==> config.mk <==
export PLATFORM = sky130hd
export DESIGN_NAME = smmcr_cfg_regs
export DESIGN_NICKNAME = d
export VERILOG_FILES = /design/src/rtl/core/scope_min_max_column_renderer_macros.svh /design/src/rtl/core/smmcr_pkg.sv /design/src/rtl/core/smmcr_cfg_regs.sv
export SDC_FILE = /design/constraint.sdc
export NUM_CORES = 1
export LEC_CHECK = 0
export ABC_CLOCK_PERIOD_IN_PS = 3600
export BUFFER_PORTS_ARGS = -buffer_cell sky130_fd_sc_hd__buf_2
export CORE_MARGIN = 4
export CORE_UTILIZATION = 50
export DETAILED_ROUTE_END_ITERATION = 16
export PLACE_DENSITY = 0.8
export SYNTH_ARGS = -nofsm -noshare
export SYNTH_HDL_FRONTEND = slang
export SYNTH_SLANG_ARGS = --single-unit
==> constraint.sdc <==
create_clock -name clk -period 3.6 [get_ports clk]
set_clock_uncertainty 0.2 [all_clocks]
set_input_delay 0 -clock clk [delete_from_list [all_inputs] [get_ports clk]]
set_output_delay 0 -clock clk [all_outputs]
set_load 0.02 [all_outputs]
==> src/rtl/core/scope_min_max_column_renderer_macros.svh <==
// Assertion macros shared by the row mapper and the sequencer.
// The modules that use them have ports or signals named clk and arst_n.
`ifndef SCOPE_MIN_MAX_COLUMN_RENDERER_MACROS_SVH
`define SCOPE_MIN_MAX_COLUMN_RENDERER_MACROS_SVH

// Consequent must hold in the same cycle as the antecedent.
`define SMMCR_ASSERT_NOW(label, ante, cons, msg) \
	label: assert property (@(posedge clk) disable iff (!arst_n) (ante) |-> (cons)) \
		else $error(msg);

// Consequent must hold in the cycle after the antecedent.
`define SMMCR_ASSERT_NEXT(label, ante, cons, msg) \
	label: assert property (@(posedge clk) disable iff (!arst_n) (ante) |=> (cons)) \
		else $error(msg);

`endif

==> src/rtl/core/smmcr_pkg.sv <==
// Package of the min/max column renderer: sizes, codes, types and state encodings.
// Used by every other file of the block but the assertion macros header.
`timescale 1ns / 1ps

package smmcr_pkg;

	localparam int COLUMNS       = 1024;
	localparam int COL_BITS      = $clog2(COLUMNS);
	localparam int SAMPLE_BITS   = 16;
	localparam int LIMIT_BITS    = SAMPLE_BITS - 1;
	localparam int DIV_BITS      = LIMIT_BITS + 1;
	localparam int ROW_BITS      = 12;
	localparam int MAX_ROWS      = 4096;
	localparam int NUM_BITS      = ROW_BITS + SAMPLE_BITS;
	localparam int DIV_STEP_BITS = 2;
	localparam int DIV_STEPS     = ROW_BITS / DIV_STEP_BITS;
	localparam int STEP_CNT_BITS = $clog2(DIV_STEPS);
	localparam int MODE_BITS     = 2;

	localparam int SPC_BITS      = 16;
	localparam int HEIGHT_BITS   = 13;
	localparam int WIDTH_BITS    = COL_BITS + 1;

	localparam int APB_ADDR_BITS = 5;
	localparam int APB_DATA_BITS = 32;

	localparam int SPC_RESET     = 8;
	localparam int LIMIT_RESET   = 32767;
	localparam int CONNECT_RESET = 1;
	localparam int HEIGHT_RESET  = 256;
	localparam int WIDTH_RESET   = 1024;

	typedef logic signed [SAMPLE_BITS-1:0] amp_t;
	typedef logic [ROW_BITS-1:0]           row_t;
	typedef logic [COL_BITS-1:0]           col_t;

	typedef enum logic [MODE_BITS-1:0] {
		MODE_SAMPLE  = 2'd0,
		MODE_RESTART = 2'd1,
		MODE_RENDER  = 2'd2
	} mode_t;

	typedef enum logic [2:0] {
		REG_SPC     = 3'd0,
		REG_LIMIT   = 3'd1,
		REG_CONNECT = 3'd2,
		REG_HEIGHT  = 3'd3,
		REG_WIDTH   = 3'd4
	} reg_index_t;

	// Slots of the values that a render item maps to rows.
	localparam int VAL_SLOTS = 4;
	localparam logic [1:0] SLOT_CONN_A = 2'd0;
	localparam logic [1:0] SLOT_CONN_B = 2'd1;
	localparam logic [1:0] SLOT_MIN    = 2'd2;
	localparam logic [1:0] SLOT_MAX    = 2'd3;

	typedef struct packed {
		amp_t cmax;
		amp_t cmin;
	} col_entry_t;

	typedef struct packed {
		logic       we;
		logic       re;
		col_t       addr;
		col_entry_t wdata;
	} mem_req_t;

	// Effective configuration, with out-of-range register values already folded.
	typedef struct packed {
		logic [SPC_BITS-1:0]   spc;
		logic [LIMIT_BITS-1:0] lim;
		logic                  connect;
		row_t                  hm1;
		logic [WIDTH_BITS-1:0] width;
	} cfg_t;

	typedef struct packed {
		logic start;
		amp_t value;
	} rm_req_t;

	typedef struct packed {
		logic done;
		row_t row;
	} rm_rsp_t;

	typedef enum logic [3:0] {
		S_IDLE,
		S_SMP,
		S_SMP_FOLD,
		S_RESTART,
		S_RD_CUR,
		S_GOT_CUR,
		S_GOT_PREV,
		S_MAP_START,
		S_MAP_WAIT,
		S_EMIT_CONN,
		S_EMIT_FINAL
	} seq_state_t;

	typedef enum logic [1:0] {
		RM_IDLE,
		RM_CHECK,
		RM_DIV,
		RM_DONE
	} rm_state_t;

endpackage

==> src/rtl/core/smmcr_cfg_regs.sv <==
// APB register file of the column renderer and the effective configuration derived from it.
// Depends on smmcr_pkg.
`timescale 1ns / 1ps

module smmcr_cfg_regs
	import smmcr_pkg::*;
(
	input  logic                     clk,
	input  logic                     arst_n,
	input  logic                     psel,
	input  logic                     penable,
	input  logic                     pwrite,
	input  logic [APB_ADDR_BITS-1:0] paddr,
	input  logic [APB_DATA_BITS-1:0] pwdata,
	output logic [APB_DATA_BITS-1:0] prdata,
	output logic                     pready,
	output cfg_t                     cfg
);

	logic [SPC_BITS-1:0]    spc_q;
	logic [LIMIT_BITS-1:0]  limit_q;
	logic                   connect_q;
	logic [HEIGHT_BITS-1:0] height_q;
	logic [WIDTH_BITS-1:0]  width_q;
	logic [2:0]             index;
	logic                   wr;
	logic [HEIGHT_BITS-1:0] height_m1;

	assign pready = 1'b1;
	assign index  = paddr[APB_ADDR_BITS-1:2];
	assign wr     = psel && penable && pwrite;

	always_ff @(posedge clk or negedge arst_n) begin
		if (!arst_n) begin
			spc_q     <= SPC_BITS'(SPC_RESET);
			limit_q   <= LIMIT_BITS'(LIMIT_RESET);
			connect_q <= 1'(CONNECT_RESET);
			height_q  <= HEIGHT_BITS'(HEIGHT_RESET);
			width_q   <= WIDTH_BITS'(WIDTH_RESET);
		end else if (wr) begin
			case (index)
				REG_SPC:     spc_q     <= pwdata[SPC_BITS-1:0];
				REG_LIMIT:   limit_q   <= pwdata[LIMIT_BITS-1:0];
				REG_CONNECT: connect_q <= pwdata[0];
				REG_HEIGHT:  height_q  <= pwdata[HEIGHT_BITS-1:0];
				REG_WIDTH:   width_q   <= pwdata[WIDTH_BITS-1:0];
				default: ;
			endcase
		end
	end

	always_comb begin
		case (index)
			REG_SPC:     prdata = APB_DATA_BITS'(spc_q);
			REG_LIMIT:   prdata = APB_DATA_BITS'(limit_q);
			REG_CONNECT: prdata = APB_DATA_BITS'(connect_q);
			REG_HEIGHT:  prdata = APB_DATA_BITS'(height_q);
			REG_WIDTH:   prdata = APB_DATA_BITS'(width_q);
			default:     prdata = '0;
		endcase
	end

	assign height_m1 = height_q - HEIGHT_BITS'(1);

	always_comb begin
		cfg.spc     = (spc_q == '0) ? SPC_BITS'(1) : spc_q;
		cfg.lim     = (limit_q == '0) ? LIMIT_BITS'(1) : limit_q;
		cfg.connect = connect_q;
		// A height below two rows maps everything to row 0, which a zero scale gives.
		if (height_q < HEIGHT_BITS'(2)) begin
			cfg.hm1 = '0;
		end else if (height_q > HEIGHT_BITS'(MAX_ROWS)) begin
			cfg.hm1 = ROW_BITS'(MAX_ROWS - 1);
		end else begin
			cfg.hm1 = height_m1[ROW_BITS-1:0];
		end
		if (width_q == '0) begin
			cfg.width = WIDTH_BITS'(1);
		end else if (width_q > WIDTH_BITS'(COLUMNS)) begin
			cfg.width = WIDTH_BITS'(COLUMNS);
		end else begin
			cfg.width = width_q;
		end
	end

endmodule

==> metrics.yaml <==
placed_cells_incl_taps: 432
stdcell_area_mm2: 0.00391
wl_per_cell_um: 19.6
htree_num_levels: 2
sw_share: 0.402
layout_commonest_cell: "buf_2"
dieHeight_um: 89.8
highest_count_cells_in_the_layout_ignoring_fill_and_taps: "buf_2 (94), mux2_2 (57), dfrtp_1 (37)"
dr_wl_met3_um: 667
syn_to_final_growth_pct: 16.8
final-hold-violation-count: 0
grt.total_usage: 0.220
fraction_of_the_yosys_area_taken_by_sequential_cells: 0.426
post_drt_via_cell_ratio: 5.82
grt_pass1_vias: 2596
syn_avg_cell_area_um2: 10.7
timing.final.crit_share: 0.749
leakagePower_nw: 1.89
grt.overflow.total: 0
wl_met2_um: 4350
area_enclosed_by_the_die_boundary_mm2: 0.00806
timing.reg2reg.worst_path_depth: 1
ctsResizeCount: 0
rsz_0062_raised_after_global_routing: "no"
most_used_flip_flop_cell_after_synthesis: "dfrtp_1"
route.detailed.drc: 0
hp-class: "primary input to async pin"
drive_gt1_frac: 0.484
placed_cell_area_mm2: 0.00365
min_period_ps: 2700
clk_transition_reported_paths_ps: 100
clk_path_buf_depth: 2
floorplan.rows: 29
floorplan.core_area_mm2: 0.00642
synth_area_mm2: 0.00334
critical-path-slowest-cell: "nor4_2"
synth_async_sr_flop_share: 1.00
fin_setup_tns_ps: 0
syn-instance-count: 312
post-cts-setup-buffer-count: 0
io_pins: 130
worst-endpoint-required_ps: 3400
max_cap_violations: 0
worstPathArrival_ps: 2500
grt_start_max_net_pins: 33
powerDensity_mw_per_mm2: 560
vias: 2660
critical_path.max_stage_delay_ps: 780
routed_wl_um: 8940
synth-seq-cells: 56
inserted_clock_buffers: 5
worst_setup_path_start_kind: "register"
cp-end-kind: "primary output"
setup.worst_path.class: "register to primary output"
drv_slew: 0
postCtsHoldBufs: 17
hold_slack_ps: 75.0
number_of_detailed_routing_iterations_run_before_antenna_repair: 4
drtAntennaViolNets: 0
top_layer: "met4"
finalSetupViolations: 0
clk-insertion-delay-late_ps: 310
globalplace.congestion: 0.893
p_clk_frac: 0.161
critPathMaxFanout: 13
share_comb_of_total_power: 0.404
fmaxAchievable_mhz: 371
crit_chain: "or4_4 > nor4_2 > a31oi_1 > buf_2"
clock-root-buffer: "clkbuf_8"
first_pass_grt_wire_length_um: 14200
nNetsFinal: 422
synth-edff-count: 0
pwr-share-seq: 0.435
clock-sinks: 56
result_of_the_run: "finished clean"
antenna_violations_before_repair: 0
worst_slew_pin_slew_ps: 897
start_util: 0.521
antennaDiodeCount: 0
chipWidth_um: 89.8
yosysWarnings: 0
net-switching-power_w: 0.000881
drt_iter0_drc: 153
yosysUniqueCellTypes: 41
post-dp-hpwl_um: 6410
vdd.ir_drop.worst_uv: 376
tritoncts: "built"
detail_route.wirelength.met1_um: 3690
power_report.internal_total_w: 0.00131
buffer_ports.inserted: 94
max_slew_headroom: 0.397
final-instance-count-excl-fill: 457
[power groups by stage]
stage	registers, W	clock network (W)	logic, W
6_report	0.000951	0.000353	0.000885
2_1_floorplan	0.000887	0	0.000686
4_1_cts	0.000946	0.000355	0.000888
3_5_place_dp	0.000956	0	0.000870
5_1_grt	0.000970	0.000387	0.000953
3_3_place_gp	0.000950	0	0.000854
[per-layer routing]
metal	track usage	vias up
li1	-	1214
met1	0.280	1299
met2	0.365	128
met3	0.0534	19
met4	0.0792	0
met5	0	-
[cell type report]
type                            instances  area, µm²
Fill cell                             548       2510
Clock buffer                            8       90.1
Timing Repair Buffer                  113        656
Multi-Input combinational cell        199       1630
Sequential cell                        56       1430
Tap cell                               77       96.3
Inverter                                4       15.0
[sequential cells by signal (all words and copies together) (netlist names)]
| register | cells |
|---|---|
| width_q | 11 |
| spc_q | 16 |
| connect_q | 1 |
| height_q | 13 |
| limit_q | 15 |
[path summary, 6_finish.rpt]
path	from	end	slack (ps)
hold / removal	arst_n	height_q[12]$_DFFE_PN0P_	80
setup / recovery	height_q[5]$_DFFE_PN0P_	cfg[16]	900
min in group clk	penable	connect_q$_DFFE_PN1P_	200
hold reg to reg	width_q[8]$_DFFE_PN0P_	width_q[8]$_DFFE_PN0P_	370
max in group asynchronous	arst_n	limit_q[2]$_DFFE_PN1P_	2270
setup reg to reg	width_q[10]$_DFFE_PN1P_	width_q[10]$_DFFE_PN1P_	2470
[through the flow]
stage               utilization  setup slack (ps)  total power (W)
global route              0.608               686          0.00231
CTS                       0.608               894          0.00219
detailed placement        0.568              1230          0.00183
finish                    0.608               903          0.00219
global placement          0.568              1260          0.00180
floorplan                     -              1410          0.00157
[critical path, delay by kind of cell (launching register included)]
family          cells  cell delay [ps]
compound gates      1              100
buf+inv             1              210
flops               1              460
simple gates        2             1420
[synth_stat cells, drive strengths merged (4+ instances only)]
cell type  instances  area share
nor3               4      0.0060
or3                4      0.0075
nor4               9       0.019
inv                4      0.0045
a21oi              5      0.0075
nand2              4      0.0045
dfrtp             37        0.28
nor2               6      0.0067
a2bb2oi           12       0.031
o2bb2ai            9       0.024
nor2b             10       0.019
a31oi              8       0.015
clkbuf            44       0.049
o31ai              5       0.011
dfstp             19        0.15
mux2              57        0.19
or4                7       0.017
mux2i             14       0.042
buf               24       0.051
[kinds of logic after synthesis]
kind of cell             after synthesis  synth area share
flip-flops                            56             0.426
multiplexers                          71             0.234
adder cells (fa/ha/maj)                1           0.00374
other                                  2           0.00225
XOR/XNOR                               2           0.00524
AO/OA/AOI/OAI                         48             0.116
buffers and inverters                 72             0.105
AND/OR/NAND/NOR                       60             0.108
Power figures use the tool's default switching activity.
