File: src/rtl/core/scope_min_max_column_renderer_macros.svh
// Assertion macros shared by the row mapper and the sequencer.
// The modules that use them have ports or signals named clk and arst_n.
`ifndef SCOPE_MIN_MAX_COLUMN_RENDERER_MACROS_SVH
`define SCOPE_MIN_MAX_COLUMN_RENDERER_MACROS_SVH

// Consequent must hold in the same cycle as the antecedent.
`define SMMCR_ASSERT_NOW(label, ante, cons, msg) \
	label: assert property (@(posedge clk) disable iff (!arst_n) (ante) |-> (cons)) \
		else $error(msg);

// Consequent must hold in the cycle after the antecedent.
`define SMMCR_ASSERT_NEXT(label, ante, cons, msg) \
	label: assert property (@(posedge clk) disable iff (!arst_n) (ante) |=> (cons)) \
		else $error(msg);

`endif

File: src/rtl/core/smmcr_pkg.sv
// Package of the min/max column renderer: sizes, codes, types and state encodings.
// Used by every other file of the block but the assertion macros header.
`timescale 1ns / 1ps

package smmcr_pkg;

	localparam int COLUMNS       = 1024;
	localparam int COL_BITS      = $clog2(COLUMNS);
	localparam int SAMPLE_BITS   = 16;
	localparam int LIMIT_BITS    = SAMPLE_BITS - 1;
	localparam int DIV_BITS      = LIMIT_BITS + 1;
	localparam int ROW_BITS      = 12;
	localparam int MAX_ROWS      = 4096;
	localparam int NUM_BITS      = ROW_BITS + SAMPLE_BITS;
	localparam int DIV_STEP_BITS = 2;
	localparam int DIV_STEPS     = ROW_BITS / DIV_STEP_BITS;
	localparam int STEP_CNT_BITS = $clog2(DIV_STEPS);
	localparam int MODE_BITS     = 2;

	localparam int SPC_BITS      = 16;
	localparam int HEIGHT_BITS   = 13;
	localparam int WIDTH_BITS    = COL_BITS + 1;

	localparam int APB_ADDR_BITS = 5;
	localparam int APB_DATA_BITS = 32;

	localparam int SPC_RESET     = 8;
	localparam int LIMIT_RESET   = 32767;
	localparam int CONNECT_RESET = 1;
	localparam int HEIGHT_RESET  = 256;
	localparam int WIDTH_RESET   = 1024;

	typedef logic signed [SAMPLE_BITS-1:0] amp_t;
	typedef logic [ROW_BITS-1:0]           row_t;
	typedef logic [COL_BITS-1:0]           col_t;

	typedef enum logic [MODE_BITS-1:0] {
		MODE_SAMPLE  = 2'd0,
		MODE_RESTART = 2'd1,
		MODE_RENDER  = 2'd2
	} mode_t;

	typedef enum logic [2:0] {
		REG_SPC     = 3'd0,
		REG_LIMIT   = 3'd1,
		REG_CONNECT = 3'd2,
		REG_HEIGHT  = 3'd3,
		REG_WIDTH   = 3'd4
	} reg_index_t;

	// Slots of the values that a render item maps to rows.
	localparam int VAL_SLOTS = 4;
	localparam logic [1:0] SLOT_CONN_A = 2'd0;
	localparam logic [1:0] SLOT_CONN_B = 2'd1;
	localparam logic [1:0] SLOT_MIN    = 2'd2;
	localparam logic [1:0] SLOT_MAX    = 2'd3;

	typedef struct packed {
		amp_t cmax;
		amp_t cmin;
	} col_entry_t;

	typedef struct packed {
		logic       we;
		logic       re;
		col_t       addr;
		col_entry_t wdata;
	} mem_req_t;

	// Effective configuration, with out-of-range register values already folded.
	typedef struct packed {
		logic [SPC_BITS-1:0]   spc;
		logic [LIMIT_BITS-1:0] lim;
		logic                  connect;
		row_t                  hm1;
		logic [WIDTH_BITS-1:0] width;
	} cfg_t;

	typedef struct packed {
		logic start;
		amp_t value;
	} rm_req_t;

	typedef struct packed {
		logic done;
		row_t row;
	} rm_rsp_t;

	typedef enum logic [3:0] {
		S_IDLE,
		S_SMP,
		S_SMP_FOLD,
		S_RESTART,
		S_RD_CUR,
		S_GOT_CUR,
		S_GOT_PREV,
		S_MAP_START,
		S_MAP_WAIT,
		S_EMIT_CONN,
		S_EMIT_FINAL
	} seq_state_t;

	typedef enum logic [1:0] {
		RM_IDLE,
		RM_CHECK,
		RM_DIV,
		RM_DONE
	} rm_state_t;

endpackage

File: src/rtl/core/smmcr_row_map.sv
// Row mapper: y = min(hm1, (hm1 * (v + lim)) / (2 * lim)), zero for non-positive numerators.
// A registered multiply, a range check, then a radix-4 restoring divider. Depends on smmcr_pkg.
`timescale 1ns / 1ps
`include "scope_min_max_column_renderer_macros.svh"

module smmcr_row_map
	import smmcr_pkg::*;
(
	input  logic    clk,
	input  logic    arst_n,
	input  cfg_t    cfg,
	input  rm_req_t req,
	output rm_rsp_t rsp
);

	rm_state_t state_q, state_d;

	logic [NUM_BITS-1:0]      num_q;
	logic [DIV_BITS-1:0]      rem_q;
	logic [ROW_BITS-1:0]      low_q;
	row_t                     quo_q;
	row_t                     row_q;
	logic [STEP_CNT_BITS-1:0] cnt_q;

	logic [DIV_BITS-1:0]      divisor;
	logic [SAMPLE_BITS:0]     sum;
	logic                     sum_pos;
	logic [NUM_BITS-1:0]      product;
	logic [DIV_BITS-1:0]      num_hi;
	logic                     clamp;
	logic [DIV_BITS-1:0]      rem_d;
	logic [DIV_STEP_BITS-1:0] qbits;
	row_t                     quo_d;
	logic                     last_step;

	assign divisor = {cfg.lim, 1'b0};
	assign sum     = {req.value[SAMPLE_BITS-1], req.value} + {2'b00, cfg.lim};
	assign sum_pos = !sum[SAMPLE_BITS] && (sum[SAMPLE_BITS-1:0] != '0);
	assign product = NUM_BITS'(cfg.hm1) * NUM_BITS'(sum[SAMPLE_BITS-1:0]);

	// A high part at or above the divisor means a quotient of at least 2^ROW_BITS.
	assign num_hi = num_q[NUM_BITS-1:ROW_BITS];
	assign clamp  = num_hi >= divisor;

	always_comb begin
		logic [DIV_BITS:0] trial;
		rem_d = rem_q;
		qbits = '0;
		for (int i = 0; i < DIV_STEP_BITS; i++) begin
			trial = {rem_d, low_q[ROW_BITS-1-i]};
			if (trial >= {1'b0, divisor}) begin
				trial = trial - {1'b0, divisor};
				qbits[DIV_STEP_BITS-1-i] = 1'b1;
			end
			rem_d = trial[DIV_BITS-1:0];
		end
	end

	assign quo_d     = {quo_q[ROW_BITS-DIV_STEP_BITS-1:0], qbits};
	assign last_step = cnt_q == STEP_CNT_BITS'(DIV_STEPS - 1);

	always_comb begin
		state_d = state_q;
		case (state_q)
			RM_IDLE:  if (req.start) state_d = RM_CHECK;
			RM_CHECK: state_d = clamp ? RM_DONE : RM_DIV;
			RM_DIV:   if (last_step) state_d = RM_DONE;
			RM_DONE:  state_d = RM_IDLE;
			default:  state_d = RM_IDLE;
		endcase
	end

	always_comb begin
		rsp.done = state_q == RM_DONE;
		rsp.row  = row_q;
	end

	always_ff @(posedge clk or negedge arst_n) begin
		if (!arst_n) begin
			state_q <= RM_IDLE;
			cnt_q   <= '0;
		end else begin
			state_q <= state_d;
			if (state_q == RM_CHECK) begin
				cnt_q <= '0;
			end else if (state_q == RM_DIV) begin
				cnt_q <= cnt_q + STEP_CNT_BITS'(1);
			end
		end
	end

	always_ff @(posedge clk) begin
		case (state_q)
			RM_IDLE: begin
				if (req.start) begin
					num_q <= sum_pos ? product : '0;
				end
			end
			RM_CHECK: begin
				rem_q <= num_hi;
				low_q <= num_q[ROW_BITS-1:0];
				quo_q <= '0;
				if (clamp) begin
					row_q <= cfg.hm1;
				end
			end
			RM_DIV: begin
				rem_q <= rem_d;
				low_q <= low_q << DIV_STEP_BITS;
				quo_q <= quo_d;
				if (last_step) begin
					row_q <= (quo_d > cfg.hm1) ? cfg.hm1 : quo_d;
				end
			end
			default: ;
		endcase
	end

	`SMMCR_ASSERT_NOW(a_start_when_idle, req.start, state_q == RM_IDLE, "row map started while busy")
	`SMMCR_ASSERT_NOW(a_rem_below_div, state_q == RM_DIV, rem_q < divisor, "divider remainder overflow")
	`SMMCR_ASSERT_NOW(a_row_in_range, rsp.done, rsp.row <= cfg.hm1, "mapped row beyond display")

endmodule

File: config.mk
export PLATFORM = sky130hd
export DESIGN_NAME = smmcr_row_map
export DESIGN_NICKNAME = d
export VERILOG_FILES = /design/src/rtl/core/smmcr_pkg.sv /design/src/rtl/core/smmcr_row_map.sv
export VERILOG_INCLUDE_DIRS = /design/src /design/src/rtl/core
export SDC_FILE = /design/constraint.sdc
export NUM_CORES = 1
export LEC_CHECK = 0
export ABC_AREA = 1
export BUFFER_PORTS_ARGS = -buffer_cell sky130_fd_sc_hd__buf_4
export CAP_MARGIN = 10
export CORE_AREA = 2 2 155 157
export DETAILED_ROUTE_END_ITERATION = 16
export DIE_AREA = 0 0 157 159
export GPL_ROUTABILITY_DRIVEN = 0
export PLACE_DENSITY = 0.8
export REMOVE_ABC_BUFFERS = 1
export SLEW_MARGIN = 20
export SYNTH_ARGS = -nofsm -noshare
export SYNTH_HDL_FRONTEND = slang
export SYNTH_SLANG_ARGS = --single-unit
File: constraint.sdc
create_clock -name clk -period 5.15 [get_ports clk]
set_input_delay 0.515 -clock clk [delete_from_list [all_inputs] [get_ports clk]]
set_output_delay 0.515 -clock clk [all_outputs]
set_load 0.02 [all_outputs]
==> metrics.cfg, run 1 <==
[outcome]
outcome = complete, but fails checks
violations = negative setup slack

[logic_synthesis]
synthCells = 1780
synth-simple-area-share_pct = 25.3
yosys.area.top_type_share_pct = 21.6
yosysSeqAreaShare_pct = 18.7
yosys_warnings = 0
synth_top_family_by_area = adder cells
synth_cell_types = 43
synthMuxAreaShare_pct = 0
synthFlopType = edfxtp_1
synth-async-reset-ratio_pct = 6.02
ys_top_cells_by_area = fa_1, edfxtp_1, nand2_1
synthAdderAreaFrac_pct = 35.4
synth_compound_area_share_pct = 6.54
synth_area_leader_cell = fa_1
ys_seq_elements = 83
synth_edf_count = 78
netlist_area_um2 = 13200
synth_area_per_cell_um2 = 7.43
synth-xor-area-share_pct = 2.72

[global_routing]
grt_pass1_vias = 14197
grt_max_degree = 49
grt-ovfl-total = 0
grt_util_all_layers_pct = 36.4
grt_pass1_wl_um = 70900
antenna_found_initial = 0

[floorplanning]
die_w_um = 157
chipHeight_um = 159
dieArea_um2 = 25000
initial_core_util_pct = 57.0
pin_count = 87
num_rows = 56
coreArea_um2 = 23200

[timing]
worstMarginPinSlew_ps = 1040
holdWs_ps = 509
hold_viol = 0
setup_viol = 21
slew_headroom_pct = 30.4
final_max_slew_viol_count = 0
fin_crit_sh_pct = 122
finClkSkew_ps = 13.0
setup_ws_ps = -1110
max_freq_mhz = 160
final.min_clock_period_ps = 6260
rsz0062_at_grt = yes

[route]
avgViaCountPerCell = 6.14
drc = 0
vias = 14560
drt_iter0_drc = 1786
drtPass1Iterations = 9
wl_per_cell_um = 22.2
antenna_left = 0
wl_um = 52600

[min_path]
worstHoldPathType = input port to async pin

[cells_and_area]
diodes = 0
areaGrowthSynthToFinish_pct = 33.9
nNetsFinal = 2408
postLayoutCoreUtil_pct = 76.3
multi_input_area_um2 = 10800
register_area_um2 = 2470
nFillCells = 1345
drive_above_1_share_pct = 29.1

[placed_design]
place.port_buffers = 58
place_hpwl_um = 30800
pre_cts_ws_ps = -1460

[clock_network]
cts_buffers = 9
htreeDepth = 3
clk_path_buf_depth = 2
clk_latency_ps = 350
cts.sink_count = 83
cts_tree = done
cts_root_buf = clkbuf_16
clk_transition_reported_paths_ps = 60

[worst_setup_path]
crit_top_cell = fa_1
cp_max_fo = 4
start_kind = input port
slowest_delay_ps = 570
worstPathArrival_ps = 6360
cp-end-kind = register
critPathRequiredTime_ps = 5250
slowest_stage = fa_2
cp.buffers_inverters = 8
cp_top_family = adder cells
crit_type = input port to register

[job]
drv_cap = 0

## routing by layer
layer | up-vias | wire [um] | track usage [%]
li1 | 6055 | - | -
met1 | 6634 | 16600 | 42.2
met2 | 1310 | 23200 | 58.3
met3 | 561 | 6710 | 9.04
met4 | 0 | 5970 | 26.8
met5 | - | 0 | 0
## cell usage in the layout (no fill, tap or decap), types with 13 or more instances in the layout
master    netlist  layout
xnor2_1        22      17
o21ai_0        48      33
nand2_1       488     415
inv_2           3      31
a21oi_1        82      55
edfxtp_1       78      78
nand3_2         4      21
fa_2            0      13
nand2_2         3      54
inv_1         355     322
nor2_1        177     145
a21oi_2         0      16
buf_4           1     247
nor2_2          0      23
buf_6           2      41
fa_1          143     130
nand4_1        14      14
ha_4            0      37
nand3_1        87      65
ha_1          145     106
nand2_4         2      21
## worst register-to-register path, delay by kind of cell (launching register included)
| kind | cells | cell delay [ps] |
|---|---|---|
| buf+inv | 6 | 730 |
| flops | 1 | 400 |
| simple gates | 18 | 2060 |
| compound gates | 5 | 590 |
| fa+ha+maj | 4 | 980 |
## timing repair
action                                 in CTS  in global routing
pin swaps                                 157                 77
setup endpoints to repair                  21                 33
setup buffers                              13                 24
resized for setup                         250                146
endpoints found under the hold margin       5                  0
hold buffers                                1                  0
cloned                                      0                  2
## metrics by stage
step           TNS [ps]  cell area, um2  cells
2_1_floorplan    -15320           13100   1742
3_3_place_gp     -23290           15400   2314
3_5_place_dp     -26700           15400   2314
4_1_cts           -6800           16900   2344
5_1_grt          -20340           17700   2370
6_report         -16510           17700   2370
## flip-flops by register name, summed over array words and instances (netlist names)
signal,cells
num_q,28
rem_q,16
low_q,12
row_q,12
quo_q,10
cnt_q,3
state_q,2
## path summary, 6_finish.rpt
| kind | depth (start not counted) | startpoint | slack [ps] | to |
|---|---|---|---|---|
| max | 27 | req[1] | -1110 | num_q[25] |
| min | 2 | arst_n | 510 | state_q[0] |
| max reg2reg | 33 | rem_q[0] | 130 | row_q[9] |
| min reg2reg | 2 | num_q[3] | 510 | low_q[3] |
| max in group asynchronous | 2 | arst_n | 4540 | cnt_q[2] |
| min in group clk | 2 | num_q[3] | 510 | low_q[3] |
## kinds of logic after synthesis
| group | after synthesis |
|---|---|
| AND/OR/NAND/NOR | 812 |
| AO/OA/AOI/OAI | 159 |
| adder cells (fa/ha/maj) | 288 |
| buffers and inverters | 397 |
| flip-flops | 83 |
| XOR/XNOR | 41 |
## final cells by class
class,instances,share of cell area [%]
timing repair buffer,292,13.5
multi-input combinational,1301,60.8
inverter,359,7.72
sequential,83,13.9
tap,319,2.25
clock inverter,5,0.438
clock buffer,11,1.31
## synth_stat cells (19+ instances only)
cell type	count
xnor2_1	22
clkbuf_1	29
nor2_1	177
fa_1	143
ha_1	145
nand3_1	87
xor2_1	19
inv_1	355
edfxtp_1	78
nand2_1	488
o21ai_0	48
a21oi_1	82
Power of run 1 is not shown: default switching activity piles up to over one toggle a cycle in this logic, so the estimate is an artifact.
==> run 2: changes to the inputs <==
- TNS_END_PERCENT: unset -> 30
==> metrics.cfg, run 2 (synthesis gave the netlist of run 1 again) <==
[worst_setup_path]
timing.rr.end = row_q[11]
slowest_stage = fa_2
cp_top_family = adder cells
r2r_start = rem_q[0]
cp-end-kind = register
cp.buffers_inverters = 8
rrSetupSlack_ps = 100
worst-r2r-cell-count = 30
start_kind = input port
crit_type = input port to register
cp_max_fo = 5
slowest_delay_ps = 710
critPathRequiredTime_ps = 5340
worstPathArrival_ps = 6530

[placed_design]
pre_cts_ws_ps = -1460
place.port_buffers = 58
place_hpwl_um = 30800

[floorplanning]
dieArea_um2 = 25000
num_rows = 56
pin_count = 87
initial_core_util_pct = 57.0
chipHeight_um = 159
coreArea_um2 = 23200
die_w_um = 157

[global_routing]
grt_pass1_vias = 14040
grt_max_degree = 49
grt_util_all_layers_pct = 34.9
grt_pass1_wl_um = 68400
antenna_found_initial = 0
grt-ovfl-total = 0

[clock_network]
clk_latency_ps = 360
clk_path_buf_depth = 2
cts.sink_count = 83
htreeDepth = 3
cts_tree = done
cts_buffers = 9
cts_root_buf = clkbuf_16
clk_transition_reported_paths_ps = 60

[timing]
max_freq_mhz = 158
setup_ws_ps = -1180
final_max_slew_viol_count = 0
final.min_clock_period_ps = 6330
fin_crit_sh_pct = 123
finClkSkew_ps = 15.0
slew_headroom_pct = 31.6
hold_viol = 0
rsz0062_at_grt = yes
setup_viol = 20
worstMarginPinSlew_ps = 1030
holdWs_ps = 509

[cells_and_area]
largest_register_ffs = 28
layout_common_cells = nand2_1, inv_1, buf_4, nor2_1, fa_1
final_common_cell = nand2_1
nNetsFinal = 2394
diodes = 0
nFillCells = 1371
drive_above_1_share_pct = 27.3
top_register = num_q
areaGrowthSynthToFinish_pct = 31.8
postLayoutCoreUtil_pct = 75.2
largest_registers = num_q (28), rem_q (16)

[route]
drtPass1Iterations = 10
drt_iter0_drc = 1882
wl_per_cell_um = 21.5
antenna_left = 0
wl_um = 50700
avgViaCountPerCell = 6.11
vias = 14389
drc = 0

[outcome]
violations = negative setup slack
outcome = complete, but fails checks

[job]
drv_cap = 0

[min_path]
worstHoldPathType = input port to async pin

-- run 2: cell types whose count changed in the layout (fill, tap and decap cells not counted), sizes merged --
cell,before,now
buf,290,278
clkbuf,12,11
clkinv,4,5
clkinvlp,1,0
nand3,92,91
-- run 2: cell type report --
type / count / area, um2 / share of cell area [%]
Clock buffer: 11 / 233 / 1.34
Clock inverter: 5 / 77.6 / 0.445
Inverter: 359 / 1370 / 7.83
Multi-Input combinational cell: 1300 / 10600 / 61.0
Sequential cell: 83 / 2470 / 14.2
Tap cell: 319 / 399 / 2.29
Timing Repair Buffer: 279 / 2250 / 12.9
-- run 2: layer usage --
| layer | vias to the layer above | track usage, % | part of all wire (%) |
|---|---|---|---|
| met3 | 513 | 8.71 | 13 |
| met5 | - | 0 | 0 |
| met4 | 0 | 23.5 | 11 |
| met2 | 1261 | 56.9 | 44 |
| met1 | 6594 | 40.5 | 32 |
| li1 | 6021 | - | - |
-- run 2: worst reg2reg max path: cells and delay by family (launching register included) --
family | cells | cell delay (ps)
and+or+nand+nor | 16 | 2080
adders and majority gates | 4 | 1100
AOI/OAI and AO/OA | 5 | 830
buffers and inverters | 5 | 440
DFF | 1 | 410
-- run 2: stage by stage --
step	instances	instance area, um2	setup TNS [ps]
2_1_floorplan	1742	13100	-15320
3_3_place_gp	2314	15400	-23290
3_5_place_dp	2314	15400	-26700
4_1_cts	2341	16800	-7040
5_1_grt	2356	17400	-20590
6_report	2356	17400	-15580
-- run 2: worst max-delay path by stage --
stage                        from  slack, ps        end  cells past startpoint
final                      req[2]      -1180  num_q[19]                     30
after detailed placement  cfg[24]      -1460  num_q[24]                     29
after CTS                  req[0]       -490  num_q[22]                     29
after global routing       req[2]      -1340  num_q[19]                     30
after floorplan           cfg[24]      -1040  num_q[22]                     27
after global placement    cfg[24]      -1360  num_q[24]                     29
-- run 2: what timing repair did --
item	in CTS	in global routing
hold buffers	1	0
pin swaps	144	79
gates resized for setup	228	132
buffers inserted	10	15
endpoints found under the hold margin	5	0
endpoints found under the setup margin	21	33
Power of run 2 is left out for the same reason.
