## src/rtl/core/scope_min_max_column_renderer_macros.svh

```systemverilog
// Assertion macros shared by the row mapper and the sequencer.
// The modules that use them have ports or signals named clk and arst_n.
`ifndef SCOPE_MIN_MAX_COLUMN_RENDERER_MACROS_SVH
`define SCOPE_MIN_MAX_COLUMN_RENDERER_MACROS_SVH

// Consequent must hold in the same cycle as the antecedent.
`define SMMCR_ASSERT_NOW(label, ante, cons, msg) \
	label: assert property (@(posedge clk) disable iff (!arst_n) (ante) |-> (cons)) \
		else $error(msg);

// Consequent must hold in the cycle after the antecedent.
`define SMMCR_ASSERT_NEXT(label, ante, cons, msg) \
	label: assert property (@(posedge clk) disable iff (!arst_n) (ante) |=> (cons)) \
		else $error(msg);

`endif

```

## src/rtl/core/smmcr_pkg.sv

```systemverilog
// Package of the min/max column renderer: sizes, codes, types and state encodings.
// Used by every other file of the block but the assertion macros header.
`timescale 1ns / 1ps

package smmcr_pkg;

	localparam int COLUMNS       = 1024;
	localparam int COL_BITS      = $clog2(COLUMNS);
	localparam int SAMPLE_BITS   = 16;
	localparam int LIMIT_BITS    = SAMPLE_BITS - 1;
	localparam int DIV_BITS      = LIMIT_BITS + 1;
	localparam int ROW_BITS      = 12;
	localparam int MAX_ROWS      = 4096;
	localparam int NUM_BITS      = ROW_BITS + SAMPLE_BITS;
	localparam int DIV_STEP_BITS = 2;
	localparam int DIV_STEPS     = ROW_BITS / DIV_STEP_BITS;
	localparam int STEP_CNT_BITS = $clog2(DIV_STEPS);
	localparam int MODE_BITS     = 2;

	localparam int SPC_BITS      = 16;
	localparam int HEIGHT_BITS   = 13;
	localparam int WIDTH_BITS    = COL_BITS + 1;

	localparam int APB_ADDR_BITS = 5;
	localparam int APB_DATA_BITS = 32;

	localparam int SPC_RESET     = 8;
	localparam int LIMIT_RESET   = 32767;
	localparam int CONNECT_RESET = 1;
	localparam int HEIGHT_RESET  = 256;
	localparam int WIDTH_RESET   = 1024;

	typedef logic signed [SAMPLE_BITS-1:0] amp_t;
	typedef logic [ROW_BITS-1:0]           row_t;
	typedef logic [COL_BITS-1:0]           col_t;

	typedef enum logic [MODE_BITS-1:0] {
		MODE_SAMPLE  = 2'd0,
		MODE_RESTART = 2'd1,
		MODE_RENDER  = 2'd2
	} mode_t;

	typedef enum logic [2:0] {
		REG_SPC     = 3'd0,
		REG_LIMIT   = 3'd1,
		REG_CONNECT = 3'd2,
		REG_HEIGHT  = 3'd3,
		REG_WIDTH   = 3'd4
	} reg_index_t;

	// Slots of the values that a render item maps to rows.
	localparam int VAL_SLOTS = 4;
	localparam logic [1:0] SLOT_CONN_A = 2'd0;
	localparam logic [1:0] SLOT_CONN_B = 2'd1;
	localparam logic [1:0] SLOT_MIN    = 2'd2;
	localparam logic [1:0] SLOT_MAX    = 2'd3;

	typedef struct packed {
		amp_t cmax;
		amp_t cmin;
	} col_entry_t;

	typedef struct packed {
		logic       we;
		logic       re;
		col_t       addr;
		col_entry_t wdata;
	} mem_req_t;

	// Effective configuration, with out-of-range register values already folded.
	typedef struct packed {
		logic [SPC_BITS-1:0]   spc;
		logic [LIMIT_BITS-1:0] lim;
		logic                  connect;
		row_t                  hm1;
		logic [WIDTH_BITS-1:0] width;
	} cfg_t;

	typedef struct packed {
		logic start;
		amp_t value;
	} rm_req_t;

	typedef struct packed {
		logic done;
		row_t row;
	} rm_rsp_t;

	typedef enum logic [3:0] {
		S_IDLE,
		S_SMP,
		S_SMP_FOLD,
		S_RESTART,
		S_RD_CUR,
		S_GOT_CUR,
		S_GOT_PREV,
		S_MAP_START,
		S_MAP_WAIT,
		S_EMIT_CONN,
		S_EMIT_FINAL
	} seq_state_t;

	typedef enum logic [1:0] {
		RM_IDLE,
		RM_CHECK,
		RM_DIV,
		RM_DONE
	} rm_state_t;

endpackage

```

## src/rtl/core/smmcr_in_if.sv

```systemverilog
// Input channel of the column renderer: valid/ready with one item per transfer.
// Depends on smmcr_pkg.
`timescale 1ns / 1ps

interface smmcr_in_if
	import smmcr_pkg::*;
();
	logic                 valid;
	logic                 ready;
	logic [MODE_BITS-1:0] mode;
	amp_t                 sample;
	col_t                 column;

	modport source(output valid, mode, sample, column, input ready);
	modport sink(input valid, mode, sample, column, output ready);
endinterface

```

## src/rtl/core/smmcr_out_if.sv

```systemverilog
// Output channel of the column renderer: one vertical segment per transfer.
// Depends on smmcr_pkg.
`timescale 1ns / 1ps

interface smmcr_out_if
	import smmcr_pkg::*;
();
	logic valid;
	logic ready;
	col_t seg_column;
	row_t seg_y_start;
	row_t seg_y_end;
	logic last;

	modport source(output valid, seg_column, seg_y_start, seg_y_end, last, input ready);
	modport sink(input valid, seg_column, seg_y_start, seg_y_end, last, output ready);
endinterface

```

## src/rtl/core/smmcr_seq.sv

```systemverilog
// Sequencer of the column renderer: opens columns, folds samples into them by
// read-modify-write, walks render items through the row mapper and emits segments.
// Depends on smmcr_pkg, smmcr_in_if and smmcr_out_if.
`timescale 1ns / 1ps
`include "scope_min_max_column_renderer_macros.svh"

module smmcr_seq
	import smmcr_pkg::*;
(
	input  logic       clk,
	input  logic       arst_n,
	input  cfg_t       cfg,
	smmcr_in_if.sink   item,
	smmcr_out_if.source seg,
	output mem_req_t   mem_req,
	input  col_entry_t mem_rdata,
	input  logic       mem_busy,
	output rm_req_t    rm_req,
	input  rm_rsp_t    rm_rsp
);

	seq_state_t state_q, state_d;

	col_t                cursor_q;
	logic [SPC_BITS-1:0] left_q;
	amp_t                samp_q;
	col_t                col_q;
	amp_t                vals_q [VAL_SLOTS];
	row_t                rows_q [VAL_SLOTS];
	logic [1:0]          idx_q;
	logic                conn_q;

	logic out_valid_q;
	col_t out_col_q;
	row_t out_y0_q;
	row_t out_y1_q;
	logic out_last_q;

	logic                accept;
	logic                out_free;
	logic                out_load;
	col_t                prev_col;
	logic                need_prev;
	logic [COL_BITS:0]   nx_wide;
	col_t                nx_col;
	amp_t                pos_lim;
	amp_t                neg_lim;
	logic                pmx_below;
	logic                pmn_above;
	logic                gap;

	assign accept   = item.valid && item.ready;
	assign out_free = !out_valid_q || seg.ready;
	assign prev_col = col_q - COL_BITS'(1);
	assign nx_wide  = {1'b0, cursor_q} + (COL_BITS + 1)'(1);
	assign nx_col   = (nx_wide >= cfg.width) ? '0 : nx_wide[COL_BITS-1:0];
	assign pos_lim  = amp_t'({1'b0, cfg.lim});
	assign neg_lim  = -pos_lim;

	// The neighbor is left out at column 0 and where the cursor is still filling it.
	assign need_prev = cfg.connect && (col_q != '0) && (cursor_q != prev_col);
	assign pmx_below = mem_rdata.cmax < vals_q[SLOT_MIN];
	assign pmn_above = mem_rdata.cmin > vals_q[SLOT_MAX];
	assign gap       = pmx_below || pmn_above;

	always_comb begin
		state_d = state_q;
		case (state_q)
			S_IDLE: begin
				if (accept) begin
					case (item.mode)
						MODE_SAMPLE:  state_d = S_SMP;
						MODE_RESTART: state_d = S_RESTART;
						MODE_RENDER:  state_d = S_RD_CUR;
						default:      state_d = S_IDLE;
					endcase
				end
			end
			S_SMP:       state_d = (left_q == '0) ? S_IDLE : S_SMP_FOLD;
			S_SMP_FOLD:  state_d = S_IDLE;
			S_RESTART:   state_d = S_IDLE;
			S_RD_CUR:    state_d = S_GOT_CUR;
			S_GOT_CUR:   state_d = need_prev ? S_GOT_PREV : S_MAP_START;
			S_GOT_PREV:  state_d = S_MAP_START;
			S_MAP_START: state_d = S_MAP_WAIT;
			S_MAP_WAIT: begin
				if (rm_rsp.done) begin
					if (idx_q == SLOT_MAX) begin
						state_d = conn_q ? S_EMIT_CONN : S_EMIT_FINAL;
					end else begin
						state_d = S_MAP_START;
					end
				end
			end
			S_EMIT_CONN:  if (out_free) state_d = S_EMIT_FINAL;
			S_EMIT_FINAL: if (out_free) state_d = S_IDLE;
			default:      state_d = S_IDLE;
		endcase
	end

	// One item is in flight at a time, so a write always lands before the next read
	// of the same entry and no forwarding is needed.
	always_comb begin
		item.ready   = (state_q == S_IDLE) && !mem_busy;
		mem_req      = '0;
		rm_req.start = 1'b0;
		rm_req.value = vals_q[idx_q];
		out_load     = 1'b0;
		case (state_q)
			S_SMP: begin
				if (left_q == '0) begin
					mem_req.we         = 1'b1;
					mem_req.addr       = nx_col;
					mem_req.wdata.cmax = (samp_q > neg_lim) ? samp_q : neg_lim;
					mem_req.wdata.cmin = (samp_q < pos_lim) ? samp_q : pos_lim;
				end else begin
					mem_req.re   = 1'b1;
					mem_req.addr = cursor_q;
				end
			end
			S_SMP_FOLD: begin
				mem_req.we         = 1'b1;
				mem_req.addr       = cursor_q;
				mem_req.wdata.cmax = (samp_q > mem_rdata.cmax) ? samp_q : mem_rdata.cmax;
				mem_req.wdata.cmin = (samp_q < mem_rdata.cmin) ? samp_q : mem_rdata.cmin;
			end
			S_RESTART: begin
				mem_req.we         = 1'b1;
				mem_req.addr       = '0;
				mem_req.wdata.cmax = neg_lim;
				mem_req.wdata.cmin = pos_lim;
			end
			S_RD_CUR: begin
				mem_req.re   = 1'b1;
				mem_req.addr = col_q;
			end
			S_GOT_CUR: begin
				mem_req.re   = need_prev;
				mem_req.addr = prev_col;
			end
			S_MAP_START:  rm_req.start = 1'b1;
			S_EMIT_CONN:  out_load = out_free;
			S_EMIT_FINAL: out_load = out_free;
			default: ;
		endcase
	end

	always_ff @(posedge clk or negedge arst_n) begin
		if (!arst_n) begin
			state_q     <= S_IDLE;
			cursor_q    <= '0;
			left_q      <= SPC_BITS'(SPC_RESET);
			idx_q       <= SLOT_MIN;
			conn_q      <= 1'b0;
			out_valid_q <= 1'b0;
		end else begin
			state_q <= state_d;
			case (state_q)
				S_SMP: begin
					if (left_q == '0) begin
						cursor_q <= nx_col;
						left_q   <= cfg.spc - SPC_BITS'(1);
					end
				end
				S_SMP_FOLD: left_q <= left_q - SPC_BITS'(1);
				S_RESTART: begin
					cursor_q <= '0;
					left_q   <= cfg.spc;
				end
				S_GOT_CUR: begin
					conn_q <= 1'b0;
					idx_q  <= SLOT_MIN;
				end
				S_GOT_PREV: begin
					conn_q <= gap;
					idx_q  <= gap ? SLOT_CONN_A : SLOT_MIN;
				end
				S_MAP_WAIT: begin
					if (rm_rsp.done && idx_q != SLOT_MAX) begin
						idx_q <= idx_q + 2'd1;
					end
				end
				default: ;
			endcase
			if (out_load) begin
				out_valid_q <= 1'b1;
			end else if (seg.ready) begin
				out_valid_q <= 1'b0;
			end
		end
	end

	always_ff @(posedge clk) begin
		if (accept) begin
			samp_q <= item.sample;
			col_q  <= item.column;
		end
		case (state_q)
			S_GOT_CUR: begin
				vals_q[SLOT_MIN] <= mem_rdata.cmin;
				vals_q[SLOT_MAX] <= mem_rdata.cmax;
			end
			S_GOT_PREV: begin
				if (pmx_below) begin
					vals_q[SLOT_CONN_A] <= mem_rdata.cmax;
					vals_q[SLOT_CONN_B] <= vals_q[SLOT_MIN];
				end else begin
					vals_q[SLOT_CONN_A] <= mem_rdata.cmin;
					vals_q[SLOT_CONN_B] <= vals_q[SLOT_MAX];
				end
			end
			S_MAP_WAIT: begin
				if (rm_rsp.done) begin
					rows_q[idx_q] <= rm_rsp.row;
				end
			end
			default: ;
		endcase
		if (out_load) begin
			if (state_q == S_EMIT_CONN) begin
				out_col_q  <= prev_col;
				out_y0_q   <= rows_q[SLOT_CONN_A];
				out_y1_q   <= rows_q[SLOT_CONN_B];
				out_last_q <= 1'b0;
			end else begin
				out_col_q  <= col_q;
				out_y0_q   <= rows_q[SLOT_MIN];
				out_y1_q   <= rows_q[SLOT_MAX];
				out_last_q <= 1'b1;
			end
		end
	end

	assign seg.valid       = out_valid_q;
	assign seg.seg_column  = out_col_q;
	assign seg.seg_y_start = out_y0_q;
	assign seg.seg_y_end   = out_y1_q;
	assign seg.last        = out_last_q;

	`SMMCR_ASSERT_NOW(a_mem_idle, mem_req.we || mem_req.re, state_q != S_IDLE, "memory access in idle")
	`SMMCR_ASSERT_NOW(a_rm_done_wait, rm_rsp.done, state_q == S_MAP_WAIT, "row result not awaited")
	`SMMCR_ASSERT_NOW(a_conn_then_final, out_valid_q && !out_last_q, state_q == S_EMIT_FINAL, "connecting segment without final segment")

endmodule

```

## src/flat_wrapper.sv

```systemverilog
// flat-port wrapper written by rule: the top's interface ports become plain ports
module smmcr_seq_flat import smmcr_pkg::*;
  (clk, arst_n, cfg, mem_req, mem_rdata, mem_busy, rm_req, rm_rsp, item_valid, item_mode, item_sample, item_column, item_ready, seg_valid, seg_seg_column, seg_seg_y_start, seg_seg_y_end, seg_last, seg_ready);
  smmcr_in_if item_i ();
  smmcr_out_if seg_i ();
  input  logic clk;
  input  logic arst_n;
  input  cfg_t cfg;
  output mem_req_t mem_req;
  input  col_entry_t mem_rdata;
  input  logic mem_busy;
  output rm_req_t rm_req;
  input  rm_rsp_t rm_rsp;
  input wire logic [$bits(item_i.valid)-1:0] item_valid;
  input wire logic [$bits(item_i.mode)-1:0] item_mode;
  input wire logic [$bits(item_i.sample)-1:0] item_sample;
  input wire logic [$bits(item_i.column)-1:0] item_column;
  output wire logic [$bits(item_i.ready)-1:0] item_ready;
  output wire logic [$bits(seg_i.valid)-1:0] seg_valid;
  output wire logic [$bits(seg_i.seg_column)-1:0] seg_seg_column;
  output wire logic [$bits(seg_i.seg_y_start)-1:0] seg_seg_y_start;
  output wire logic [$bits(seg_i.seg_y_end)-1:0] seg_seg_y_end;
  output wire logic [$bits(seg_i.last)-1:0] seg_last;
  input wire logic [$bits(seg_i.ready)-1:0] seg_ready;
  assign item_i.valid = item_valid;
  assign item_i.mode = item_mode;
  assign item_i.sample = item_sample;
  assign item_i.column = item_column;
  assign item_ready = item_i.ready;
  assign seg_valid = seg_i.valid;
  assign seg_seg_column = seg_i.seg_column;
  assign seg_seg_y_start = seg_i.seg_y_start;
  assign seg_seg_y_end = seg_i.seg_y_end;
  assign seg_last = seg_i.last;
  assign seg_i.ready = seg_ready;
  smmcr_seq u_core (.clk(clk), .arst_n(arst_n), .cfg(cfg), .item(item_i), .seg(seg_i), .mem_req(mem_req), .mem_rdata(mem_rdata), .mem_busy(mem_busy), .rm_req(rm_req), .rm_rsp(rm_rsp));
endmodule
```

## config.mk

```make
export PLATFORM = sky130hd
export DESIGN_NAME = smmcr_seq_flat
export DESIGN_NICKNAME = d
export VERILOG_FILES = /design/src/rtl/core/smmcr_pkg.sv /design/src/rtl/core/smmcr_in_if.sv /design/src/rtl/core/smmcr_out_if.sv /design/src/rtl/core/smmcr_seq.sv /design/src/flat_wrapper.sv
export VERILOG_INCLUDE_DIRS = /design/src /design/src/rtl/core
export SDC_FILE = /design/constraint.sdc
export NUM_CORES = 1
export LEC_CHECK = 0
export ABC_AREA = 1
export ABC_CLOCK_PERIOD_IN_PS = 3400
export BUFFER_PORTS_ARGS = -buffer_cell sky130_fd_sc_hd__clkbuf_2
export CELL_PAD_IN_SITES_DETAIL_PLACEMENT = 1
export CELL_PAD_IN_SITES_GLOBAL_PLACEMENT = 2
export CORE_MARGIN = 1.5
export CORE_UTILIZATION = 31
export DETAILED_ROUTE_END_ITERATION = 8
export GPL_TIMING_DRIVEN = 0
export PLACE_DENSITY = 0.86
export SETUP_SLACK_MARGIN = 0.4
export SLEW_MARGIN = 5
export SYNTH_ARGS = -nofsm -noshare
export SYNTH_HDL_FRONTEND = slang
export SYNTH_SLANG_ARGS = --single-unit
```

## constraint.sdc

```tcl
create_clock -name clk -period 3.4 [get_ports clk]
set_input_delay 0.34 -clock clk [delete_from_list [all_inputs] [get_ports clk]]
set_output_delay 0.34 -clock clk [all_outputs]
set_load 0.1 [all_outputs]
```

==> results of run 1 <==
==> cell type report <==
cell class	instances	area, µm²	share of cell area (%)
Antenna cell	1	2.50	0.0119
Buffer	54	364	1.73
Clock buffer	32	693	3.29
Clock inverter	16	225	1.07
Inverter	230	902	4.29
Multi-Input combinational cell	1213	8520	40.5
Sequential cell	207	6050	28.8
Tap cell	592	741	3.52
Timing Repair Buffer	387	3550	16.8
==> power breakdown <==
part | switching (W) | internal, W | leakage (nW) | total, W
Clock | 0.00118 | 0.00183 | 0.451 | 0.00301
Combinational | 0.00499 | 0.00227 | 6.99 | 0.00726
Sequential | 0.000221 | 0.00305 | 1.99 | 0.00328
==> metal layers <==
| metal | track usage (%) | vias to the layer above | share of wire (%) |
|---|---|---|---|
| li1 | - | 6644 | - |
| met1 | 30.2 | 7040 | 41 |
| met2 | 43.3 | 485 | 50 |
| met3 | 3.09 | 163 | 4.5 |
| met4 | 8.57 | 0 | 4.5 |
| met5 | 0 | - | 0 |
==> per-stage QoR <==
step                      util, %  setup WS, ns
after floorplan                 -        0.0154
after global placement       36.7        -0.790
after detailed placement     36.8        -0.806
after CTS                    45.6        -0.339
after global routing         47.6        -0.661
final                        47.6        -0.494
==> worst min path at each step <==
stage          depth (start not counted)                            end  slack, ns                           from
2_1_floorplan                          0      u_core.conn_q$_DFFE_PN0P_       0.04                         arst_n
3_3_place_gp                           2  u_core.left_q[12]$_DFFE_PN0P_       0.47  u_core.left_q[12]$_DFFE_PN0P_
3_5_place_dp                           2  u_core.left_q[12]$_DFFE_PN0P_       0.47  u_core.left_q[12]$_DFFE_PN0P_
4_1_cts                                1  u_core.vals_q[2][7]$_DFFE_PP_      0.002                   mem_rdata[7]
5_1_grt                                1  u_core.rows_q[0][5]$_DFFE_PP_      0.005                      rm_rsp[5]
6_report                               1  u_core.rows_q[0][5]$_DFFE_PP_       0.03                      rm_rsp[5]
==> state kept, by name, summed over array words and instances (netlist names), 2 cells and up <==
register	count
u_core.samp_q	16
u_core.state_q	4
u_core.vals_q	64
u_core.seg.seg_column	10
u_core.seg.seg_y_end	12
u_core.col_q	10
u_core.cursor_q	10
u_core.seg.seg_y_start	12
u_core.idx_q	2
u_core.left_q	16
u_core.rows_q	48
==> kinds of logic after synthesis <==
| kind of cell | Yosys count |
|---|---|
| adder cells (fa/ha/maj) | 113 |
| flip-flops | 207 |
| XOR/XNOR | 24 |
| buffers and inverters | 284 |
| AO/OA/AOI/OAI | 277 |
| AND/OR/NAND/NOR | 797 |
==> Yosys cell counts (3+ instances only) <==
cell and number:
a211oi_1 4, a21oi_1 62, a22oi_1 17, a31oi_1 3, buf_1 5, buf_2 15
buf_6 4, clkbuf_1 29, dfrtp_1 32, edfxtp_1 173, ha_1 113, inv_1 219
inv_2 9, nand2_1 408, nand2_2 7, nand3_1 148, nand4_1 48, nor2_1 134
nor2_2 6, nor2_4 8, nor3_1 15, nor4_1 8, o211ai_1 11, o21ai_0 108
o21ai_1 17, o21ai_2 12, o21bai_1 3, o221ai_1 4, o22ai_1 23, or2_2 5
xnor2_1 5, xor2_1 19
==> worst max-delay path: cells and delay by family, from the launching register on <==
family	cells	cell delay, ns
compound gates	4	0.49
fa+ha+maj	1	0.17
xor+xnor	1	0.22
simple gates	7	1.22
flops	1	0.39
buf+inv	4	0.50
==> timing repair <==
| item | CTS | global route |
|---|---|---|
| cloned | 5 | 0 |
| endpoints found under the hold margin | 72 | 0 |
| setup buffers | 91 | 29 |
| pin swaps | 70 | 69 |
| hold buffers | 44 | 0 |
| resized for setup | 353 | 151 |
| setup endpoints to repair | 94 | 81 |
==> impl_metrics.toml, run 1 <==
[synthesis]
syn_nets = 1948
synth_area_leader_cell = "edfxtp_1"
yosysUniqueCellTypes = 53
yosys.area_share.simple_pct = 25.2
yosysSeqAreaShare_pct = 43.5
yosysWarnings = 0
synth_compound_area_share_pct = 11.6
synth_ff_type = "edfxtp_1"
synth_area_mm2 = 0.0139
synth-async-reset-ratio_pct = 16.4
synth_xor_area_share_pct = 1.51
yosys.area.top_type_share_pct = 37.4
synth_edf_count = 173
synth_cells = 1702
synthMuxAreaShare_pct = 0
synth_top_family_by_area = "simple AND/OR/NAND/NOR gates"
synth_fa_ha_area_share_pct = 10.2
synth_area_per_cell_um2 = 8.17
ys_ff_latch = 207
netlist_top_cells_area = "edfxtp_1 37%, nand2_1 11%, ha_1 10%"

[sta]
finalSetupViolCount = 41
final.min_clock_period_ns = 3.89
fmax_mhz = 257
tightest_slew_ns = 1.23
finClkSkew_ns = 0.0127
slew_viol_final = 0
relSlewSlack_pct = 17.7
fin_crit_sh_pct = 115
setup_slack_ns = -0.494
rsz0062_at_grt = "yes"
hold_slack_ns = 0.0273
finalSetupTns_ns = -14.22
finalHoldViolCount = 0

[global_route]
grt_pass1_vias = 15200
grt_max_degree = 38
grt_pass1_wl_um = 87700
grt_overflow = 0
antenna_found_initial = 1
grt_usage_pct = 24.4

[place]
numPortBuffers = 218
finalWeightedCongestion = 0.866
dp_cells = 2514
dpl_cell_area_mm2 = 0.0163
place_hpwl_um = 39200

[cells_and_area]
stdcell_count = 2732
final_layout_size_suffix_gt1_share_pct = 34.8
final_cell_area_mm2 = 0.0210
areaGrowthSynthToFinish_pct = 51.4
num-fill-cells = 5085
nets = 2365
final_cell_mix = "327 x nand2_1, 203 x inv_1, 173 x clkbuf_2, 173 x edfxtp_1, 110 x nor2_1"
final_common_cell = "nand2_1"

[route]
routed_wl_um = 59800
drc_errors = 0
drt_iter0_drc = 902
detail-route-antenna-nets = 0
via_per_inst = 5.25
wire_per_inst_um = 21.9
first_pass_iters = 5
vias = 14300

[cts]
clkTransAtPathRegs_ns = 0.06
clockBufferDepth = 3
cts_root_buf = "clkbuf_16"
htreeDepth = 1
clk_latency_ns = 0.56
cts.sinks = 207
tritoncts = "done"
numCtsBuffers = 26

[die]
die_w_um = 215
die_h_um = 215
core_mm2 = 0.0442
die_area_mm2 = 0.0461
ios = 231
initial_utilization_pct = 31.4
core.rowCount = 77

[critical_path]
worstReg2RegEnd = "u_core.cursor_q[8]$_DFFE_PN0P_"
criticalPathCategory = "reg -> out"
r2r_start = "u_core.cursor_q[1]$_DFFE_PN0P_"
startpoint = "u_core.cursor_q[1]$_DFFE_PN0P_"
r2r_slack_ns = 0.44
cp_slowest_cell = "dfrtp_2"
cp_cell_sequence = "buf_4, inv_2, nor3_4, nand2_2, nor2_2, xor2_1, inv_1, ha_4, a21oi_2, o21a_1, nand2_2, a31oi_4, nand2_4, nor3_4, a21oi_4, nand2_4, clkbuf_16"
path_max_fanout = 7
cp-endpoint = "mem_req[40]"
worst_setup_path_start_kind = "register"
cp_data_required_time_ns = 3.06
cpPeakStageDelay_ns = 0.39
crit_path_end_kind = "output pin"
arrival_ns = 3.55
reg2reg_depth = 18

[run_status]
violations = "setup timing"
outcome = "complete, but fails checks"

[pwr]
total_power_w = 0.0135
vdd_drop_max_mv = 0.504
leakagePower_nw = 9.43
powerDensity_mw_per_mm2 = 643

[flow_run]
cap_violations = 0

[worst_hold_path]
hp-class = "in -> reg"
No activity file was read; power rests on OpenSTA's default activity.
==> run 2, diff against run 1 <==
--- a/config.mk
+++ b/config.mk
@@ -11,6 +11,7 @@
 export BUFFER_PORTS_ARGS = -buffer_cell sky130_fd_sc_hd__clkbuf_2
 export CELL_PAD_IN_SITES_DETAIL_PLACEMENT = 1
 export CELL_PAD_IN_SITES_GLOBAL_PLACEMENT = 2
+export CORE_ASPECT_RATIO = 0.5
 export CORE_MARGIN = 1.5
 export CORE_UTILIZATION = 31
 export DETAILED_ROUTE_END_ITERATION = 8
==> run 2 against run 1 <==
  * The flow finishes with violations (DRC, setup timing)
  * Highest routed layer unchanged
  * Die area increased by 0.17%
  * Cell count is 1.9% lower
  * Clock power decreased by 8.3%
  * Non-clock buffer count fell by 39
  * Via count shrank 1.2%
  * Register-to-register slack hardly changed
==> impl_metrics.toml, run 2 (synthesis results as in run 1) <==
[cells_and_area]
final_layout_size_suffix_gt1_share_pct = 33.6
num-fill-cells = 5082
areaGrowthSynthToFinish_pct = 47.2
regMostFlops = "u_core.vals_q"
n_antenna_cell = 0
reg_top3 = "u_core.vals_q: 64 flops, u_core.rows_q: 48 flops"
final_common_cell = "nand2_1"
post-route-util_pct = 46.6
largest_reg_flops = 64
nets = 2323
final_cell_mix = "334 x nand2_1, 200 x inv_1, 178 x clkbuf_2"

[pwr]
total_power_w = 0.0132
vdd_drop_max_mv = 0.443
powerDensity_mw_per_mm2 = 644
leakagePower_nw = 9.15

[route]
detail-route-antenna-nets = 0
via_per_inst = 5.28
first_pass_iters = 7
drc_errors = 4
vias = 14200
drt_iter0_drc = 1019
wire_per_inst_um = 22.1
routed_wl_um = 59100

[sta]
relSlewSlack_pct = 14.7
rsz0062_at_grt = "yes"
finalSetupTns_ns = -16.23
hold_slack_ns = 0.00895
finClkSkew_ns = 0.0235
tightest_slew_ns = 1.27
fin_crit_sh_pct = 119
slew_viol_final = 0
fmax_mhz = 248
final.min_clock_period_ns = 4.04
setup_slack_ns = -0.638
finalSetupViolCount = 41
finalHoldViolCount = 0

[cts]
htreeDepth = 1
clkTransAtPathRegs_ns = 0.06
clockBufferDepth = 3
tritoncts = "done"
cts_root_buf = "clkbuf_16"
clk_latency_ns = 0.55
numCtsBuffers = 23
cts.sinks = 207

[place]
place_hpwl_um = 39200
finalWeightedCongestion = 0.883
numPortBuffers = 218
pre_cts_ws_ns = -0.765

[die]
core_mm2 = 0.0439
die_w_um = 302
ios = 231
die_h_um = 153
core.rowCount = 54
die_area_mm2 = 0.0462
initial_utilization_pct = 31.7

[critical_path]
cp_slowest_cell = "ha_1"
crit_path_end_kind = "output pin"
criticalPathCategory = "in -> out"
cp_cell_sequence = "buf_8, nor3_4, nand3_4, nor2_4, buf_4, xor2_2, inv_1, ha_1, nand2_1, inv_1, nor3_2, nand2_1, nand2_2, nand2_1, nand2_4, nand3_4, buf_12, buf_6, nand2_4, nand2_4, nand2_4, nand3_4, clkbuf_16"
cp_data_required_time_ns = 3.06
cpPeakStageDelay_ns = 0.33
path_common_cell = "nand2_4"
worst_setup_path_start_kind = "input port"
arrival_ns = 3.70
path_max_fanout = 6

[global_route]
grt_overflow = 0
grt_pass1_wl_um = 84800
antenna_found_initial = 0
grt_max_degree = 38
grt_usage_pct = 23.7
grt_pass1_vias = 14500

[run_status]
outcome = "complete, but fails checks"
violations = "DRC, setup timing"

[flow_run]
cap_violations = 0

[worst_hold_path]
hp-class = "in -> reg"
[run 2: power by group]
part	internal, W	switching (W)
Clock	0.00162	0.00114
Sequential	0.00305	0.000240
Combinational	0.00221	0.00492
[run 2: final timing paths]
check / start / endpoint / slack [ns] / cells past startpoint
min in group asynchronous: arst_n / u_core.cursor_q[7]$_DFFE_PN0P_ / 0.49 / 2
max in group asynchronous: arst_n / u_core.cursor_q[2]$_DFFE_PN0P_ / 2.21 / 2
worst max-delay path: cfg[24] / mem_req[28] / -0.64 / 23
worst max register to register: u_core.cursor_q[0]$_DFFE_PN0P_ / u_core.cursor_q[5]$_DFFE_PN0P_ / 0.45 / 15
worst min-delay path: mem_rdata[7] / u_core.vals_q[2][7]$_DFFE_PP_ / 0.009 / 1
worst min register to register: u_core.left_q[12]$_DFFE_PN0P_ / u_core.left_q[12]$_DFFE_PN0P_ / 0.48 / 2
[run 2: area by class of cell]
cell class	count	area, µm²	share of cell area (%)
Clock inverter	12	191	0.935
Inverter	230	911	4.45
Timing Repair Buffer	348	3190	15.6
Tap cell	588	736	3.60
Clock buffer	28	594	2.90
Sequential cell	207	6060	29.6
Buffer	54	365	1.79
Multi-Input combinational cell	1213	8420	41.2
[run 2: worst max-delay path, delay by kind of cell]
| family | cells | cell delay, ns |
|---|---|---|
| simple gates | 14 | 1.86 |
| fa+ha+maj | 1 | 0.33 |
| xor+xnor | 1 | 0.15 |
| buf+inv | 7 | 0.97 |
[run 2: timing repair]
action,4_1_cts,5_1_grt
endpoints found under the setup margin,107,83
endpoints found under the hold margin,42,0
buffers inserted,48,46
cloned,4,1
gates resized for setup,330,143
pin swaps,75,82
hold buffers,29,0
[run 2: per-stage QoR]
step | instance area, µm² | instances
final | 20500 | 2680
after global routing | 20500 | 2680
after CTS | 19500 | 2632
after detailed placement | 16300 | 2511
after global placement | 16200 | 2508
after floorplan | 14400 | 1702
[run 2: per-layer routing]
metal	global-route usage (%)	wire (µm)	up-vias
li1	-	-	6557
met1	30.2	24700	7030
met2	41.7	29500	406
met3	2.81	2540	163
met4	7.15	2420	0
met5	0	0	-
